==> src/hdl/tbh_pkg.sv <==
`default_nettype none
// ----------------------------------------------------------------------------
// tbh_pkg
// Shared types, widths and constants of the track back-projection histogram.
// ----------------------------------------------------------------------------
package tbh_pkg;

    localparam int MAX_BINS_X_DEF = 128;
    localparam int MAX_BINS_Y_DEF = 128;

    // Width that holds any bin count up to the largest supported maximum.
    localparam int BIN_CW = 11;

    // Divider operand widths: magnitude of velocity times distance, and |vel_z|.
    localparam int DIV_DW = 56;
    localparam int DIV_VW = 24;

    localparam int IN_TDATA_W  = 168;
    localparam int OUT_TDATA_W = 96;
    localparam int CFG_IDX_W   = 3;
    localparam int CFG_DATA_W  = 32;

    localparam int INT_W = 48;
    localparam int CNT_W = 32;

    // Configuration register indexes.
    localparam logic [CFG_IDX_W-1:0] CFG_PROP_DIST  = 3'd0;
    localparam logic [CFG_IDX_W-1:0] CFG_X_MIN      = 3'd1;
    localparam logic [CFG_IDX_W-1:0] CFG_Y_MIN      = 3'd2;
    localparam logic [CFG_IDX_W-1:0] CFG_BIN_SIZE   = 3'd3;
    localparam logic [CFG_IDX_W-1:0] CFG_BINS_X     = 3'd4;
    localparam logic [CFG_IDX_W-1:0] CFG_BINS_Y     = 3'd5;

    // Configuration reset values.
    localparam logic signed [31:0] PROP_DIST_RST = 32'sd0;
    localparam logic signed [31:0] X_MIN_RST     = -32'sd500000;
    localparam logic signed [31:0] Y_MIN_RST     = -32'sd500000;
    localparam logic [19:0]        BIN_SIZE_RST  = 20'd10000;
    localparam logic [7:0]         BINS_X_RST    = 8'd100;
    localparam logic [7:0]         BINS_Y_RST    = 8'd100;

    // Item modes.
    localparam logic [1:0] MODE_ACCUM     = 2'd0;
    localparam logic [1:0] MODE_READ      = 2'd1;
    localparam logic [1:0] MODE_READ_CLR  = 2'd2;
    localparam logic [1:0] MODE_UNUSED    = 2'd3;

    typedef enum logic [3:0] {
        S_CLEAR,
        S_IDLE,
        S_QSTART,
        S_QWAIT,
        S_CHECK,
        S_BWAIT,
        S_RD,
        S_RMW,
        S_OUT
    } tbh_state_t;

    // Divider request and response.
    typedef struct packed {
        logic              start;
        logic [DIV_DW-1:0] dividend;
        logic [DIV_VW-1:0] divisor;
    } tbh_div_req_t;

    typedef struct packed {
        logic              done;
        logic [DIV_DW-1:0] quotient;
        logic [DIV_VW-1:0] remainder;
    } tbh_div_rsp_t;

endpackage
`default_nettype wire

==> src/hdl/tbh_div.sv <==
`default_nettype none
// ----------------------------------------------------------------------------
// tbh_div
// Iterative restoring unsigned divider, one quotient bit per cycle.
// ----------------------------------------------------------------------------
module tbh_div (
    input  wire logic                  clk,
    input  wire logic                  rst_n,
    input  wire tbh_pkg::tbh_div_req_t req,
    output tbh_pkg::tbh_div_rsp_t      rsp
);
    import tbh_pkg::*;

    localparam int CW = $clog2(DIV_DW + 1);

    logic [DIV_DW-1:0] dq_reg, dq_next;
    logic [DIV_VW:0]   rem_reg, rem_next;
    logic [DIV_VW-1:0] dsr_reg, dsr_next;
    logic [CW-1:0]     cnt_reg, cnt_next;
    logic              busy_reg, busy_next;
    logic              done_reg, done_next;
    logic [DIV_VW:0]   trial;

    always_comb
    begin
        dq_next   = dq_reg;
        rem_next  = rem_reg;
        dsr_next  = dsr_reg;
        cnt_next  = cnt_reg;
        busy_next = busy_reg;
        done_next = 1'b0;
        trial     = {rem_reg[DIV_VW-1:0], dq_reg[DIV_DW-1]};
        if (req.start)
        begin
            dq_next   = req.dividend;
            rem_next  = '0;
            dsr_next  = req.divisor;
            cnt_next  = CW'(DIV_DW);
            busy_next = 1'b1;
        end
        else if (busy_reg)
        begin
            if (trial >= {1'b0, dsr_reg})
            begin
                rem_next = trial - {1'b0, dsr_reg};
                dq_next  = {dq_reg[DIV_DW-2:0], 1'b1};
            end
            else
            begin
                rem_next = trial;
                dq_next  = {dq_reg[DIV_DW-2:0], 1'b0};
            end
            cnt_next = cnt_reg - CW'(1);
            if (cnt_reg == CW'(1))
            begin
                busy_next = 1'b0;
                done_next = 1'b1;
            end
        end
    end

    always_ff @(posedge clk or negedge rst_n)
    begin
        if (!rst_n)
        begin
            dq_reg   <= '0;
            rem_reg  <= '0;
            dsr_reg  <= '0;
            cnt_reg  <= '0;
            busy_reg <= 1'b0;
            done_reg <= 1'b0;
        end
        else
        begin
            dq_reg   <= dq_next;
            rem_reg  <= rem_next;
            dsr_reg  <= dsr_next;
            cnt_reg  <= cnt_next;
            busy_reg <= busy_next;
            done_reg <= done_next;
        end
    end

    assign rsp.done      = done_reg;
    assign rsp.quotient  = dq_reg;
    assign rsp.remainder = rem_reg[DIV_VW-1:0];

endmodule
`default_nettype wire

==> config.mk <==
export PLATFORM = sky130hd
export DESIGN_NAME = tbh_div
export DESIGN_NICKNAME = d
export VERILOG_FILES = /design/src/hdl/tbh_pkg.sv /design/src/hdl/tbh_div.sv
export SDC_FILE = /design/constraint.sdc
export NUM_CORES = 1
export LEC_CHECK = 0
export BUFFER_PORTS_ARGS = -buffer_cell sky130_fd_sc_hd__buf_2
export CORE_UTILIZATION = 55
export DETAILED_ROUTE_END_ITERATION = 7
export GPL_TIMING_DRIVEN = 0
export PLACE_DENSITY = 0.82
export RECOVER_POWER = 50
export SETUP_SLACK_MARGIN = 0.05
export SYNTH_ARGS = -nofsm -noshare
export SYNTH_HDL_FRONTEND = slang
export SYNTH_SLANG_ARGS = --single-unit
export TNS_END_PERCENT = 100
==> constraint.sdc <==
create_clock -name clk -period 3.04 [get_ports clk]
set_clock_uncertainty 0.15 [all_clocks]
set_input_delay 0.456 -clock clk [delete_from_list [all_inputs] [get_ports clk]]
set_output_delay 0.456 -clock clk [all_outputs]
set_load 0.02 [all_outputs]
Word-level counts from Yosys, hierarchy flattened
Cells that the tools add are included.
- add/sub/neg operators: 2
- order comparisons: 1
- equal/unequal tests: 1
- multiplexer cells: 14
- reduce and logical (&&, ||, !) cells: 1
- operators with widths (cell ; count):
    2-to-1 mux 56 bit ; 2
    2-to-1 mux 24 bit ; 3
    >= comparator 25 x 24 -> 1 bit ; 1
    subtractor 24 bit ; 1
    2-to-1 mux 6 bit ; 2
    2-to-1 mux 1 bit ; 7
    == test 6 x 1 -> 1 bit (second input constant) ; 1
    subtractor 6 x 1 -> 6 bit (second input constant) ; 1
    nonzero test 2 bit ; 1
- flip-flop bits (word level): 112

Logic depth before layout (Yosys ltp)
Gate-level depths: netlist of the first run.
- word-level depth: 4
- gate-level depth with buffers: 12
- gate-level depth less buffers: 10

Worst setup path before layout of the first run
OpenSTA, ideal clock, no wires.
- path type: register to register
- start: register rem_reg[5]
- end: register rem_reg[12]
- library setup time: 0.124 ns
- data arrival time: 2.426 ns
- required time: 2.766 ns
- setup slack: 0.340 ns
- stages on the path, launching flop included: 10
- path buffers: 1
- period minus slack after synthesis: 2.700 ns
- cells stage by stage: dfrtp_1 ha_1 a21o_1 or3_4 o21ai_4 o21a_4 a31oi_1 buf_4 o41a_1 o31a_1
- cells in the longest elaborated chain, start to end: 4
- elaborated cells between the ends (all ways): 5
- those cells by class: add/sub (1); order compare (1); mux (3)
- ends and longest elaborated chain (what ; RTL line ; text):
    from (decl) ; tbh_div.sv:17 ; logic [DIV_VW:0] rem_reg, rem_next;
    from (signal assigned) ; tbh_div.sv:76 ; rem_reg <= rem_next;
    subtractor 24 bit or >= comparator 25 x 24 -> 1 bit (tied branches) ; tbh_div.sv:45, tbh_div.sv:43 ;
    2-to-1 mux 24 bit * ; tbh_div.sv:43 ; if (trial >= {1'b0, dsr_reg})
    2-to-1 mux 24 bit * ; tbh_div.sv:41 ; else if (busy_reg)
    2-to-1 mux 24 bit * ; tbh_div.sv:33 ; if (req.start)
Mark *: on every way between the ends. The rest lies on a longest branch, timed or not. The select of a mux whose other input is x is not followed.
A chain may end at the register's enable or synchronous reset.

Worst setup path in the final report of the first run
- start: register dq_reg[55]
- end: register rem_reg[16]
- cells in the longest elaborated chain, start to end: 4
- elaborated cells between the ends (all ways): 5
- those cells by class: add/sub (1); order compare (1); mux (3)
- ends and longest elaborated chain (what ; RTL line ; text):
    from (decl) ; tbh_div.sv:16 ; logic [DIV_DW-1:0] dq_reg, dq_next;
    from (signal assigned) ; tbh_div.sv:75 ; dq_reg <= dq_next;
    subtractor 24 bit or >= comparator 25 x 24 -> 1 bit (tied branches) ; tbh_div.sv:45, tbh_div.sv:43 ;
    2-to-1 mux 24 bit * ; tbh_div.sv:43 ;
    2-to-1 mux 24 bit * ; tbh_div.sv:41 ;
    2-to-1 mux 24 bit * ; tbh_div.sv:33 ;
Marked as above.

==> impl_metrics.py, run 1 <==
metrics = {
    "placement": {
        "numPortBuffers": 162,
        "gp_congestion": 0.905,
        "place_hpwl_um": 14700,
    },
    "floorplan": {
        "rows": 40,
        "core_mm2": 0.0120,
        "die_w_um": 113,
        "start_util": 0.566,
        "die_h_um": 113,
        "dieArea_mm2": 0.0128,
        "io_pins": 164,
    },
    "yosys": {
        "yosys-top-cells-count": "dfrtp_1 (112), nand2_1 (112), o21ai_0 (104), mux2i_1 (60), nor2_1 (42)",
        "synth_nets": 866,
        "syn_area_mm2": 0.00680,
        "yosys.area.top_type": "dfrtp_1",
        "synth_top_family_by_area": "compound AO/OA/AOI/OAI gates",
        "yosys_most_used_dff": "dfrtp_1",
        "ys_seq_area_frac": 0.412,
        "synth_seq_cells": 112,
        "synth_adder_area_share": 0.0508,
        "yosys.area.top_type_share": 0.412,
        "syn_inst": 756,
        "synthDistinctLibCells": 68,
        "synth-compound-area-share": 0.214,
        "async_flop_share": 1.00,
        "yosysWarnings": 0,
        "synth_xor_area_frac": 0.0206,
        "synthTopCellsByArea": "dfrtp_1 (41%), mux2i_1 (8.8%), o21ai_0 (7.6%)",
        "synthSimpleGateAreaFrac": 0.152,
        "syn_avg_cell_area_um2": 9.00,
        "synth_edf_count": 0,
        "synthMuxAreaShare": 0.0899,
    },
    "routing": {
        "vias_per_cell": 5.94,
        "first_pass_iters": 5,
        "dr_total_vias": 6434,
        "routed_wirelength_um": 19800,
        "drt-wirelength-per-cell_um": 18.3,
        "ant_nets": 0,
        "drtIter0Drc": 400,
        "drc": 0,
    },
    "clock_network": {
        "cts_made_buffers": 9,
        "clockRootBuffer": "clkbuf_16",
        "clock_sinks": 112,
        "clk_pin_slew_ns": 0.08,
        "tritoncts": "built",
        "clk_latency_ns": 0.36,
        "htreeDepth": 3,
        "clockBufferDepth": 2,
    },
    "power": {
        "switching_share": 0.436,
        "clkPwrFrac": 0.195,
        "p_switching_w": 0.00280,
        "ir_worst_vdd_mv": 0.326,
        "power.leakage_nw": 4.21,
        "total_power_w": 0.00642,
        "p_seq_frac": 0.307,
        "powerDensity_mw_per_mm2": 783,
        "comb_power_share": 0.498,
        "p_int_w": 0.00362,
    },
    "timing": {
        "finalHoldViolations": 0,
        "grt_setup_unrepaired": "yes",
        "tightest_slew_ns": 0.985,
        "post-route-min-period_ns": 2.90,
        "max_freq_mhz": 344,
        "maxSlewViolCount": 0,
        "slew-limit-headroom": 0.343,
        "period_share": 0.955,
        "setup_viol": 0,
        "hold_slack_ns": 0.144,
    },
    "global_routing": {
        "antenna_found_initial": 0,
        "grt_pass1_wl_um": 31300,
        "grt_overflow": 0,
        "grt_pass1_vias": 6200,
        "grtUsageTotal": 0.316,
        "grt_max_degree": 98,
    },
    "critical_path": {
        "critical-path-max-stage-delay_ns": 0.38,
        "worstPathCellList": "inv_1, ha_1, fa_2, nor2b_2, o31ai_4, buf_4, a2111oi_2, o311a_1, or3_1, o211ai_1, a311oi_1",
        "r2r_slack_ns": 0.14,
        "arrival_ns": 3.02,
        "end_kind": "flip-flop",
        "slowest_stage": "fa_2",
        "r2r-end": "rem_reg[16]$_DFFE_PN0P_",
        "reg2reg_depth": 11,
        "reg2reg_from": "dq_reg[55]$_DFFE_PN0P_",
        "crit_buf_inv": 2,
        "crit_type": "flip-flop to flip-flop",
        "cpLargestDelayFamily": "compound AO/OA/AOI/OAI gates",
        "crit_path_start_kind": "flip-flop",
        "critPathRequiredTime_ns": 3.15,
        "crit_fanout": 4,
    },
    "final_layout": {
        "largest_reg_flops": 56,
        "final_util": 0.683,
        "n_antenna_cell": 0,
        "final_nets": 1042,
        "drive_above_1_share": 0.205,
        "area_growth_pct": 20.5,
    },
    "hold_path": {
        "worstHoldStart": "req[36]",
        "hp-class": "input port to flip-flop",
        "hold_depth": 3,
        "hold_path_end": "dq_reg[12]$_DFFE_PN0P_",
    },
    "run_status": {
        "status": "finished, final reports clean",
    },
    "flow_run": {
        "cap_violations": 0,
    },
}
==> cells by family after synthesis <==
logic type | Yosys count
xor gates and xnor gates | 16
DFF | 112
AOI/OAI and AO/OA | 228
adders and majority gates | 27
muxes | 61
buffers and inverters | 84
and+or+nand+nor | 228
==> tightest hold or removal path: stages <==
cell	delay, ns
buf_2	0.07
nand2_1	0.04
o21ai_0	0.06
==> through the flow <==
step | worst slack, ns | instance area (um2) | cells | TNS, ns
after floorplan | 0.340 | 6800 | 756 | 0
after global placement | -0.0189 | 7800 | 1065 | -1.04
after detailed placement | 0.0152 | 7830 | 1066 | 0
after global routing | 0.0213 | 8200 | 1084 | 0
final | 0.136 | 8200 | 1084 | 0
after CTS | 0.0772 | 8150 | 1083 | 0
==> how the worst max path moves through the flow <==
stage	start	to	slack, ns	depth (start not counted)
3_5_place_dp	dq_reg[55]$_DFFE_PN0P_	rem_reg[16]$_DFFE_PN0P_	0.02	10
3_3_place_gp	rst_n	dq_reg[37]$_DFFE_PN0P_	-0.02	1
4_1_cts	rem_reg[10]$_DFFE_PN0P_	rem_reg[13]$_DFFE_PN0P_	0.08	10
6_report	dq_reg[55]$_DFFE_PN0P_	rem_reg[16]$_DFFE_PN0P_	0.14	11
5_1_grt	dq_reg[55]$_DFFE_PN0P_	rem_reg[16]$_DFFE_PN0P_	0.02	11
2_1_floorplan	rem_reg[5]$_DFFE_PN0P_	rem_reg[12]$_DFFE_PN0P_	0.34	9
==> per-layer routing <==
layer	vias up	global-route usage	wire length, um
met5	-	0	0
met3	49	0.0653	1280
met2	250	0.537	9800
met1	3077	0.389	8110
met4	0	0.140	608
li1	3058	-	-
==> cell usage in the layout (no fill, tap or decap), types with 5 or more instances in the layout <==
master     count
clkbuf_16      9
a21o_1        13
clkbuf_1      68
ha_1          26
mux2i_1       59
a311oi_1      11
and3_1         9
o21a_1         6
buf_6          8
a211oi_1       7
nand2b_1       6
nand3_1       19
nand2_1      112
xor2_1         6
buf_2        126
o211ai_1       6
buf_4          7
nor3_1         8
o21bai_1       5
a21oi_1       28
dfrtp_1      111
inv_1         30
o21ai_0      104
nor2_1        41
xnor2_1       10
==> power by group through the flow <==
| stage | clock, W | sequential (W) | combinational [W] |
|---|---|---|---|
| after floorplan | 0 | 0.00216 | 0.00195 |
| after global placement | 0 | 0.00198 | 0.00295 |
| after detailed placement | 0 | 0.00199 | 0.00300 |
| after CTS | 0.00126 | 0.00196 | 0.00303 |
| after global routing | 0.00134 | 0.00199 | 0.00346 |
| final | 0.00125 | 0.00197 | 0.00320 |
==> layout make-up <==
type                    instances  area, um2
fillers                       999       3810
multi-input cells             560       3690
flip-flops and latches        112       2800
repair buffers                165        807
plain buffers                  53        298
clock buffers                   9        225
well taps                     147        184
inverters                      31        116
clock inverters                 7       77.6
==> what timing repair did <==
item                                    4_1_cts  5_1_grt
hold buffers                                  1        0
pin swaps                                     0        2
buffers inserted                              0        1
resized for setup                             3       23
hold endpoints to repair                     15        0
endpoints found under the setup margin        5       23
Note: power is estimated with default switching activity, not from simulation.
==> run 2: changes to the inputs <==
--- a/config.mk
+++ b/config.mk
@@ -8,9 +8,7 @@
 export BUFFER_PORTS_ARGS = -buffer_cell sky130_fd_sc_hd__buf_2
 export CORE_UTILIZATION = 55
 export DETAILED_ROUTE_END_ITERATION = 7
-export GPL_TIMING_DRIVEN = 0
-export PLACE_DENSITY = 0.82
-export RECOVER_POWER = 50
+export PLACE_DENSITY = 0.93
 export SETUP_SLACK_MARGIN = 0.05
 export SYNTH_ARGS = -nofsm -noshare
 export SYNTH_HDL_FRONTEND = slang
==> impl_metrics.py, run 2 (same netlist as run 1, synthesis figures left out) <==
metrics = {
    "global_routing": {
        "grt_pass1_vias": 6057,
        "antenna_found_initial": 0,
        "grt_overflow": 0,
        "grt_pass1_wl_um": 29600,
        "grt_max_degree": 101,
        "grtUsageTotal": 0.295,
    },
    "power": {
        "switching_share": 0.423,
        "comb_power_share": 0.500,
        "p_switching_w": 0.00271,
        "total_power_w": 0.00641,
        "p_seq_frac": 0.304,
        "p_int_w": 0.00370,
        "power.leakage_nw": 4.36,
        "ir_worst_vdd_mv": 0.562,
        "clkPwrFrac": 0.196,
        "powerDensity_mw_per_mm2": 781,
    },
    "floorplan": {
        "die_w_um": 113,
        "die_h_um": 113,
        "io_pins": 164,
        "start_util": 0.566,
        "dieArea_mm2": 0.0128,
        "rows": 40,
        "core_mm2": 0.0120,
    },
    "timing": {
        "slew-limit-headroom": 0.566,
        "period_share": 0.938,
        "max_freq_mhz": 351,
        "maxSlewViolCount": 0,
        "finalHoldViolations": 0,
        "hold_slack_ns": 0.144,
        "setup_viol": 0,
        "tightest_slew_ns": 0.652,
        "grt_setup_unrepaired": "no",
        "post-route-min-period_ns": 2.85,
    },
    "critical_path": {
        "crit_buf_inv": 1,
        "reg2reg_depth": 9,
        "crit_path_start_kind": "flip-flop",
        "reg2reg_from": "rem_reg[15]$_DFFE_PN0P_",
        "r2r-end": "rem_reg[12]$_DFFE_PN0P_",
        "critPathRequiredTime_ns": 3.13,
        "critical-path-max-stage-delay_ns": 0.42,
        "crit_fanout": 8,
        "r2r_slack_ns": 0.19,
        "crit_type": "flip-flop to flip-flop",
        "end_kind": "flip-flop",
        "arrival_ns": 2.94,
        "worstPathCellList": "ha_1, a21oi_1, o21ai_1, a41oi_1, a21o_1, a31oi_2, buf_4, o41a_1, o31a_1",
        "slowest_stage": "dfrtp_1",
        "cpLargestDelayFamily": "compound AO/OA/AOI/OAI gates",
    },
    "hold_path": {
        "hp-class": "input port to flip-flop",
        "hold_depth": 3,
        "worstHoldStart": "req[17]",
        "hold_path_end": "dsr_reg[17]$_DFFE_PN0P_",
    },
    "routing": {
        "drtIter0Drc": 424,
        "vias_per_cell": 5.95,
        "ant_nets": 0,
        "drc": 0,
        "drt-wirelength-per-cell_um": 17.2,
        "routed_wirelength_um": 18200,
        "dr_total_vias": 6331,
        "first_pass_iters": 5,
    },
    "clock_network": {
        "clk_pin_slew_ns": 0.08,
        "clockBufferDepth": 2,
        "htreeDepth": 3,
        "clockRootBuffer": "clkbuf_16",
        "tritoncts": "built",
        "clock_sinks": 112,
        "clk_latency_ns": 0.36,
        "cts_made_buffers": 9,
    },
    "final_layout": {
        "area_growth_pct": 20.5,
        "fin_area_mm2": 0.00820,
        "layout.cells.non_filler": 1064,
        "layout_commonest_cell": "buf_2",
        "n_antenna_cell": 0,
        "largest_reg_flops": 56,
        "final_cell_mix": "buf_2 (161), nand2_1 (112), dfrtp_1 (111), o21ai_0 (104), mux2i_1 (60)",
        "drive_above_1_share": 0.261,
        "final_nets": 1022,
    },
    "placement": {
        "place_hpwl_um": 13200,
        "gp_congestion": 0.968,
        "place_area_mm2": 0.00779,
        "dp.cells": 1046,
        "numPortBuffers": 163,
    },
    "run_status": {
        "status": "finished, final reports clean",
    },
    "flow_run": {
        "cap_violations": 0,
    },
}
[run 2: changes by cell type in the layout (fill, tap and decap cells not counted), moves of 2 or more]
cell,delta
a311oi_1,+2
ha_2,+3
clkbuf_1,-68
clkbuf_2,-2
a311oi_2,-2
buf_2,+35
buf_4,+27
buf_6,-8
buf_12,+2
ha_1,-3
buf_1,-3
[run 2: what timing repair did]
item                       in CTS  in global routing
gates resized for setup         2                 15
setup buffers                   0                  1
hold endpoints to repair       19                  0
setup endpoints to repair       1                 20
pin swaps                       0                  1
hold buffers                    1                  0
[run 2: cell type report]
class                      instances  area, um2
clock inverter                     7       88.8
clock buffer                       9        225
timing repair buffer             198       1110
tap                              147        184
inverter                          31        116
sequential                       112       2810
fill                             949       3810
multi-input combinational        560       3670
[run 2: worst min-delay path, cell delays in order]
cell and delay [ns]:
buf_2 0.07, nand2_1 0.04, o21ai_0 0.05
[run 2: worst max-delay path by stage]
stage                            startpoint                      end  slack (ns)  depth (start not counted)
floorplan            rem_reg[5]$_DFFE_PN0P_  rem_reg[12]$_DFFE_PN0P_        0.34                          9
global placement     dq_reg[55]$_DFFE_PN0P_  rem_reg[16]$_DFFE_PN0P_       -0.12                         11
detailed placement   dq_reg[55]$_DFFE_PN0P_  rem_reg[16]$_DFFE_PN0P_       -0.28                         11
CTS                  dq_reg[55]$_DFFE_PN0P_  rem_reg[16]$_DFFE_PN0P_        0.06                         11
global route         rem_reg[9]$_DFFE_PN0P_  rem_reg[11]$_DFFE_PN0P_        0.03                          9
finish              rem_reg[15]$_DFFE_PN0P_  rem_reg[12]$_DFFE_PN0P_        0.19                          9
[run 2: per-stage QoR]
step | util | setup slack, ns | TNS, ns
after global routing | 0.683 | 0.0323 | 0
after detailed placement | 0.648 | -0.277 | -0.277
after floorplan | - | 0.340 | 0
after global placement | 0.648 | -0.124 | -0.124
after CTS | 0.676 | 0.0573 | 0
final | 0.683 | 0.187 | 0
[run 2: metal layers]
metal / share of wire / track usage
met1: 0.40 / 0.357
met2: 0.49 / 0.503
met3: 0.083 / 0.0819
met4: 0.028 / 0.108
met5: 0 / 0
[run 2: power by group through the flow]
stage	logic [W]	clock network [W]	registers [W]
finish	0.00320	0.00126	0.00195
global route	0.00350	0.00133	0.00198
detailed placement	0.00305	0	0.00197
CTS	0.00309	0.00127	0.00194
floorplan	0.00195	0	0.00216
global placement	0.00302	0	0.00195
==> run 3: changes to the inputs <==
==> constraint.sdc (replaced) <==
create_clock -name clk -period 2.85 [get_ports clk]
set_clock_uncertainty 0.15 [all_clocks]
set_input_delay 0.4275 -clock clk [delete_from_list [all_inputs] [get_ports clk]]
set_output_delay 0.4275 -clock clk [all_outputs]
set_load 0.02 [all_outputs]
==> impl_metrics.py, run 3 (same netlist as run 1, synthesis figures left out) <==
metrics = {
    "timing": {
        "max_freq_mhz": 360,
        "tightest_slew_ns": 0.657,
        "finalHoldViolations": 0,
        "slew-limit-headroom": 0.557,
        "period_share": 0.974,
        "setup_viol": 0,
        "grt_setup_unrepaired": "yes",
        "post-route-min-period_ns": 2.78,
        "maxSlewViolCount": 0,
    },
    "floorplan": {
        "start_util": 0.566,
        "dieArea_mm2": 0.0128,
        "die_w_um": 113,
        "die_h_um": 113,
        "rows": 40,
        "io_pins": 164,
        "core_mm2": 0.0120,
    },
    "global_routing": {
        "grt_pass1_wl_um": 30600,
        "grt_pass1_vias": 6205,
        "grt_max_degree": 167,
        "grt_overflow": 0,
        "grtUsageTotal": 0.302,
        "antenna_found_initial": 1,
    },
    "critical_path": {
        "arrival_ns": 2.89,
        "crit_fanout": 3,
        "cp-startpoint": "dq_reg[55]$_DFFE_PN0P_",
        "crit_type": "flip-flop to flip-flop",
        "end_kind": "flip-flop",
        "reg2reg_depth": 11,
        "crit_path_end": "rem_reg[20]$_DFFE_PN0P_",
        "reg2reg_from": "dq_reg[55]$_DFFE_PN0P_",
        "r2r-end": "rem_reg[20]$_DFFE_PN0P_",
        "r2r_slack_ns": 0.07,
        "worstPathCellList": "inv_2, ha_4, fa_2, nor2b_4, o31ai_4, buf_4, a211oi_1, or4_1, a31oi_2, xor2_1, o31ai_1",
        "slowest_stage": "or4_1",
        "critPathRequiredTime_ns": 2.96,
        "critical-path-max-stage-delay_ns": 0.50,
        "crit_path_start_kind": "flip-flop",
    },
    "routing": {
        "routed_wirelength_um": 19300,
        "dr_total_vias": 6481,
        "drc": 0,
        "first_pass_iters": 5,
        "vias_per_cell": 6.03,
        "drt-wirelength-per-cell_um": 17.9,
        "drtIter0Drc": 490,
        "ant_nets": 0,
    },
    "final_layout": {
        "nFillCells": 923,
        "area_growth_pct": 22.2,
        "fin_area_mm2": 0.00831,
        "final_nets": 1032,
        "drive_above_1_share": 0.279,
        "final_util": 0.692,
        "final_cell_mix": "buf_2 (161), nand2_1 (112), dfrtp_1 (111), o21ai_0 (103), mux2i_1 (60)",
        "multi_input_area_mm2": 0.00372,
        "largest_reg_flops": 56,
        "layout_commonest_cell": "buf_2",
        "ff_latch_area_mm2": 0.00281,
    },
    "clock_network": {
        "clockRootBuffer": "clkbuf_16",
        "clk_pin_slew_ns": 0.08,
        "tritoncts": "built",
        "clk_latency_ns": 0.36,
        "clockBufferDepth": 2,
        "cts_made_buffers": 9,
        "clock_sinks": 112,
        "htreeDepth": 3,
    },
    "power": {
        "powerDensity_mw_per_mm2": 834,
        "ir_worst_vdd_mv": 0.533,
        "power.leakage_nw": 4.39,
    },
    "placement": {
        "gp_congestion": 1.01,
        "place_hpwl_um": 13700,
        "place_area_mm2": 0.00785,
        "numPortBuffers": 163,
    },
    "flow_run": {
        "cap_violations": 0,
    },
    "run_status": {
        "status": "finished, final reports clean",
    },
    "hold_path": {
        "hp-class": "input port to flip-flop",
    },
}
[run 3: worst min-delay path by stage]
| stage | startpoint | to | slack [ns] | cells past startpoint |
|---|---|---|---|---|
| 4_1_cts | req[41] | dq_reg[17]$_DFFE_PN0P_ | 0.11 | 3 |
| 3_5_place_dp | rst_n | dsr_reg[7]$_DFFE_PN0P_ | 0.30 | 1 |
| 5_1_grt | req[32] | dq_reg[8]$_DFFE_PN0P_ | 0.12 | 3 |
| 2_1_floorplan | rst_n | busy_reg$_DFF_PN0_ | -0.02 | 0 |
| 3_3_place_gp | rst_n | rem_reg[6]$_DFFE_PN0P_ | 0.29 | 1 |
| 6_report | req[32] | dq_reg[8]$_DFFE_PN0P_ | 0.12 | 3 |
[run 3: report_power, final]
| group | internal [W] | total, W | switching [W] |
|---|---|---|---|
| Combinational | 0.00150 | 0.00364 | 0.00214 |
| Clock | 0.000611 | 0.00123 | 0.000617 |
| Sequential | 0.00183 | 0.00207 | 0.000232 |
[run 3: area by class of cell]
| class | instances | area share |
|---|---|---|
| clock buffer | 11 | 0.0280 |
| timing repair buffer | 208 | 0.145 |
| sequential | 112 | 0.338 |
| inverter | 31 | 0.0140 |
| antenna | 1 | 0.000301 |
| clock inverter | 5 | 0.00542 |
| tap | 147 | 0.0221 |
| multi-input combinational | 560 | 0.448 |
[run 3: what timing repair did]
item / CTS / global route
pin swaps: 0 / 5
setup endpoints to repair: 6 / 25
hold buffers: 1 / 0
endpoints found under the hold margin: 39 / 0
gates resized for setup: 7 / 27
buffers inserted: 1 / 3
[run 3: metal layers]
layer / GRT usage / routed length, um
met1: 0.370 / 7630
met2: 0.515 / 9390
met3: 0.0798 / 1600
met4: 0.109 / 653
met5: 0 / 0
[run 3: worst max-delay path: cells and delay by family, from the launching register on]
family,cells,cell delay [ns]
AOI/OAI and AO/OA,4,0.84
and+or+nand+nor,2,0.56
DFF,1,0.40
adders and majority gates,2,0.37
buffers and inverters,2,0.27
xor gates and xnor gates,1,0.10
[run 3: through the flow]
stage               power, W  hold slack, ns  TNS [ns]  setup slack (ns)  instances
floorplan            0.00438         -0.0181         0             0.150        756
global placement     0.00541           0.295         0            0.0607       1053
detailed placement   0.00544           0.302   -0.0478           -0.0478       1053
CTS                  0.00673           0.114         0            0.0387       1071
global route         0.00732           0.125         0           0.00345       1074
finish               0.00694           0.118         0            0.0732       1075
